$ cat src/rtl/core/aarm_pkg.sv
package aarm_pkg;

  localparam int CORDIC_STEPS = 16;
  localparam int ANG_TABLE_LEN = 24;
  localparam int NUM_CELLS = (CORDIC_STEPS > ANG_TABLE_LEN) ? ANG_TABLE_LEN : CORDIC_STEPS;

  localparam int ZW = 34;   // Q.30 working width for x, y, z
  localparam int SUMW = 52; // Q.42 accumulation width

  localparam logic signed [ZW-1:0] HALF_PI_Q30 = 34'sd1686629713;
  localparam logic signed [ZW-1:0] PI_Q30 = 34'sd3373259426;
  localparam logic signed [ZW-1:0] GAIN_Q30 = 34'sd652032874;

  typedef struct packed {
    logic                 valid;
    logic                 flip;
    logic signed [ZW-1:0] x;
    logic signed [ZW-1:0] y;
    logic signed [ZW-1:0] z;
    logic signed [15:0]   ax;
    logic signed [15:0]   ay;
    logic signed [15:0]   az;
  } cordic_bus_t;

  function automatic logic signed [ZW-1:0] atan_q30(input logic [4:0] i);
    logic signed [ZW-1:0] r;
    case (i)
      5'd0:  r = 34'sh3243F6A8;
      5'd1:  r = 34'sh1DAC6705;
      5'd2:  r = 34'sh0FADBAFC;
      5'd3:  r = 34'sh07F56EA6;
      5'd4:  r = 34'sh03FEAB76;
      5'd5:  r = 34'sh01FFD55B;
      5'd6:  r = 34'sh00FFFAAA;
      5'd7:  r = 34'sh007FFF55;
      5'd8:  r = 34'sh003FFFEA;
      5'd9:  r = 34'sh001FFFFD;
      5'd10: r = 34'sh000FFFFF;
      5'd11: r = 34'sh0007FFFF;
      5'd12: r = 34'sh0003FFFF;
      5'd13: r = 34'sh0001FFFF;
      5'd14: r = 34'sh0000FFFF;
      5'd15: r = 34'sh00007FFF;
      5'd16: r = 34'sh00003FFF;
      5'd17: r = 34'sh00001FFF;
      5'd18: r = 34'sh00000FFF;
      5'd19: r = 34'sh000007FF;
      5'd20: r = 34'sh000003FF;
      5'd21: r = 34'sh000001FF;
      5'd22: r = 34'sh000000FF;
      5'd23: r = 34'sh0000007F;
      default: r = '0;
    endcase
    return r;
  endfunction

  // Q.42 -> Q1.14 with round half up and saturation
  function automatic logic signed [15:0] round_sat(input logic signed [SUMW-1:0] v);
    logic signed [SUMW-1:0] b;
    logic signed [SUMW-29:0] r;
    b = v + SUMW'(64'sd134217728);
    r = b[SUMW-1:28];
    if (r > 24'sd32767) return 16'sd32767;
    if (r < -24'sd32768) return -16'sd32768;
    return r[15:0];
  endfunction

endpackage

$ cat src/rtl/core/aarm_cordic_cell.sv
module aarm_cordic_cell (
  input  logic                 clk,
  input  logic                 rst,
  input  logic                 en,
  input  logic [4:0]           idx,
  input  aarm_pkg::cordic_bus_t din,
  output aarm_pkg::cordic_bus_t dout
);
  import aarm_pkg::*;

  logic signed [ZW-1:0] dx, dy, ang;
  cordic_bus_t step_next;

  always_comb begin
    dx = din.y >>> idx;
    dy = din.x >>> idx;
    ang = atan_q30(idx);
    step_next = din;
    if (!din.z[ZW-1]) begin
      step_next.x = din.x - dx;
      step_next.y = din.y + dy;
      step_next.z = din.z - ang;
    end else begin
      step_next.x = din.x + dx;
      step_next.y = din.y - dy;
      step_next.z = din.z + ang;
    end
  end

  always_ff @(posedge clk) begin
    if (rst) begin
      dout.valid <= 1'b0;
    end else if (en) begin
      dout.valid <= din.valid;
    end
    if (en) begin
      dout.flip <= step_next.flip;
      dout.x <= step_next.x;
      dout.y <= step_next.y;
      dout.z <= step_next.z;
      dout.ax <= step_next.ax;
      dout.ay <= step_next.ay;
      dout.az <= step_next.az;
    end
  end

endmodule

$ cat config.mk
export PLATFORM = sky130hd
export DESIGN_NAME = aarm_cordic_cell
export DESIGN_NICKNAME = d
export VERILOG_FILES = /design/src/rtl/core/aarm_pkg.sv /design/src/rtl/core/aarm_cordic_cell.sv
export SDC_FILE = /design/constraint.sdc
export NUM_CORES = 1
export LEC_CHECK = 0
export BUFFER_PORTS_ARGS = -buffer_cell sky130_fd_sc_hd__buf_4
export CAP_MARGIN = 20
export CORE_MARGIN = 10
export CORE_UTILIZATION = 55
export CTS_CLUSTER_SIZE = 16
export DETAILED_ROUTE_END_ITERATION = 10
export PLACE_DENSITY = 0.89
export SLEW_MARGIN = 20
export SYNTH_ARGS = -nofsm -noshare
export SYNTH_HDL_FRONTEND = slang
export SYNTH_SLANG_ARGS = --single-unit
$ cat constraint.sdc
create_clock -name clk -period 7.2 [get_ports clk]
set_input_delay 1.08 -clock clk [delete_from_list [all_inputs] [get_ports clk]]
set_output_delay 1.08 -clock clk [all_outputs]
set_load 0.05 [all_outputs]
==> metrics <==
hold slack between 0.5 and 0.6 ns; largest net degree at the start of global routing between 80 and 90; hold path cells 2; initial core utilization a little under three fifths; crit path kind in -> reg; Slew @ Worst Pin between 1 and 1.5 ns; clk_skew 0 ns; Startpoint Class primary input; relative slew slack a little under a third; max-slew violations 0; Finished Layout Cells 2,575; storage element area about 0.0046 sq mm; #FFs+latches synth roughly 150; switching pwr approximately 0.0023 W; final RePlAce weighted congestion about 1.0; met3 wire len 7270 um; Leak just under 9 nW; Post-Synth Simple-Gate Area between 10 and 15%; top_reg_cell synth edfxtp_1; TNS Setup 0 ns; sequential fraction of design power roughly a quarter; synthesized instance count about 1,800; # IOs approximately 310; Multi-input gate area between 0.01 and 0.015 sq mm; data required time of the critical path ~7.4 ns; Seq/Total Area, Yosys 26.9%; WL/cell 26.7 um; met2 wire len approximately 33,000 um; Worst Hold End dout[151]$_SDFFE_PP0P_; Internal approximately 0.0028 W; die area around 0.038 sq mm; R2R Path End dout[151]$_SDFFE_PP0P_; Post-Synth Adder-Cell Area ~8.5%; hold buffers post-CTS 0; yosys warns 0; root buf cell clkbuf_16; global-route wire length before repair between 100,000 and 150,000 um; vias per cell 6.81; vias in the first global route about 17,000; post-route ant nets 0; slack of the worst reg-to-reg path 6.49 ns; Regs by FF count dout: 152 flops; Post-CTS Resized 0; fraction of layout instances using a drive strength above 1 between 20% and 30%; max reg flops roughly 150; Setup Buffers After CTS 0; data arrival time of the worst path about 7 ns; Compound-Gate Fraction of Synth Area a little over a fifth; Filler Cell Count around 2,300; WL met1 25,600 um; Logic pwr share roughly 56%; Max-cap violations 0; most common cell in the synthesized netlist edfxtp_1; post-synthesis mux area share between 15 and 20%; chip width between 150 and 200 um; Pwr Density about 240 mW/mm^2; FMAX 147 MHz; switching share of power roughly 45%; crit path capture type flip-flop; Mapped Avg Cell Area 9.51 sq um; R2R cell count 2; top sig layer met4; crit share post-route 94.2%; DRC viols 0; ranking of synthesized cells by area edfxtp_1 (27%), mux4_2 (9.7%), ha_1 (8.1%); I/O Buffers approximately 310; Post-Layout Inst Area 0.0211 sq mm; Yosys cell types slightly above 90; diodes inserted 0; worst skew pair latency roughly 0.46 ns; clk sinks between 150 and 200; Num CTS Buffers 17; Core Rows 64; initial antenna violation count 0; largest family of logic cells by synthesized area compound AO/OA/AOI/OAI gates; Clock Pin Slew Worst Setup and Hold Paths 0.07 ns; commonest cells in the synthesized netlist edfxtp_1 (151), a21oi_1 (143), nor2_1 (142); post-DP HPWL about 53,000 um; final setup fails 0; Tmin final 6.78 ns; DRT iter0 DRCs between 2,000 and 2,500; FFs w/ async S/R, synth 0%; R2R Path Start dout[151]$_SDFFE_PP0P_; Post-Route WL about 69,000 um; first-pass detailed-route iteration total 7; Hold/Removal Path Class reg -> reg; post-synth top area cell edfxtp_1; core area 0.0305 sq mm; hold wc startpoint dout[151]$_SDFFE_PP0P_; Worst Path Max Fanout 37; status completed; CTS tree done; RSZ-0062 raised after global routing no; DIE HEIGHT between 150 and 200 um; Clock Path Buffers 2; Clk network pwr share 18.6%; area share of the largest cell type after synthesis between 20% and 30%; Placed Cells around 2,500; Synth Area in XOR/XNOR under 10%; DP Area roughly 0.020 sq mm; H-tree levels 4; number of synthesized flops with an enable pin around 150; GRT Total Usage approximately a third; final hold vios 0; Most flops, register dout; GRT overflow 0; Final #Nets around 2,400; Cell Area, Synth approximately 0.017 sq mm; Layout area overhead 24.4%; post-synth net total 2,055; Peak VDD IR around 0.17 mV; vias 17,547
cell families after synthesis:
| group | count (synthesis) |
|---|---|
| flip-flops | 152 |
| AND/OR/NAND/NOR | 475 |
| AO/OA/AOI/OAI | 543 |
| multiplexers | 188 |
| buffers and inverters | 149 |
| adder cells (fa/ha/maj) | 113 |
| XOR/XNOR | 162 |
worst max-delay path, cell delays in order:
cell,delay [ns]
buf_6,0.37
buf_4,0.26
mux4_2,0.52
mux2_2,0.34
mux2_2,0.31
a2111oi_0,0.66
a21oi_1,0.19
nor2b_1,0.18
buf_4,0.15
a31oi_1,0.09
xnor2_1,0.18
a21boi_0,0.28
ha_1,0.32
a211oi_1,0.21
nor2_1,0.07
a2111oi_0,0.48
buf_4,0.20
o21ai_0,0.11
o21ai_0,0.18
nand2_1,0.09
a21o_1,0.18
a21oi_1,0.19
xnor3_1,0.32
power by group through the flow:
stage	sequential, W	combinational (W)	clock [W]
finish	0.00129	0.00281	0.000939
global placement	0.00129	0.00268	0
global route	0.00130	0.00296	0.000974
floorplan	0.00194	0.00120	0
detailed placement	0.00130	0.00274	0
CTS	0.00129	0.00277	0.000940
layout by cell type (no fill, tap or decap), types with 10 or more instances in the layout:
master | Yosys | layout
inv_1 | 49 | 49
a21oi_1 | 143 | 143
a211oi_1 | 18 | 18
and3_1 | 17 | 17
o22ai_1 | 15 | 15
o31ai_1 | 11 | 11
a22oi_1 | 10 | 10
mux2_2 | 53 | 53
buf_4 | 2 | 457
nor3_1 | 30 | 30
a31oi_1 | 37 | 37
or3_1 | 14 | 14
clkbuf_16 | 0 | 17
a21o_1 | 38 | 38
a221oi_1 | 11 | 11
edfxtp_1 | 151 | 151
nand2_1 | 130 | 130
mux2i_1 | 61 | 61
o211ai_1 | 26 | 26
nor2_1 | 142 | 142
o21a_1 | 19 | 19
xor2_1 | 67 | 67
nor2b_1 | 24 | 24
mux4_2 | 73 | 73
and2_1 | 14 | 14
ha_1 | 110 | 110
o221ai_1 | 15 | 15
nand3_1 | 29 | 29
o21ai_0 | 96 | 96
xnor2_1 | 93 | 93
nand2b_1 | 20 | 20
routing by layer:
metal	vias up	track usage, %
met1	8343	41.4
met4	0	15.2
met5	-	0
met2	1291	56.6
met3	237	7.93
li1	7676	-
cell type report:
class,instances,area share (%)
clock buffers,18,2.04
inverters,51,0.908
well taps,396,2.35
multi-input cells,1481,55.6
flip-flops and latches,152,21.6
clock inverters,14,0.760
repair buffers,463,16.8
how the worst max path moves through the flow:
stage | from | slack, ns | end | cells past startpoint
finish | idx[0] | 0.42 | dout[149]$_DFFE_PP_ | 23
global route | idx[0] | 0.05 | dout[149]$_DFFE_PP_ | 23
CTS | idx[0] | 0.57 | dout[149]$_DFFE_PP_ | 23
detailed placement | idx[0] | 0.14 | dout[149]$_DFFE_PP_ | 23
global placement | idx[0] | 0.29 | dout[149]$_DFFE_PP_ | 23
floorplan | idx[2] | 0.79 | dout[149]$_DFFE_PP_ | 24
through the flow:
stage	setup slack (ns)	util, %	power (W)
floorplan	0.785	-	0.00314
global route	0.0464	69.1	0.00523
detailed placement	0.135	67.2	0.00404
finish	0.420	69.1	0.00503
CTS	0.569	69.1	0.00499
global placement	0.288	67.2	0.00397
(Power assumes the default switching activity.)
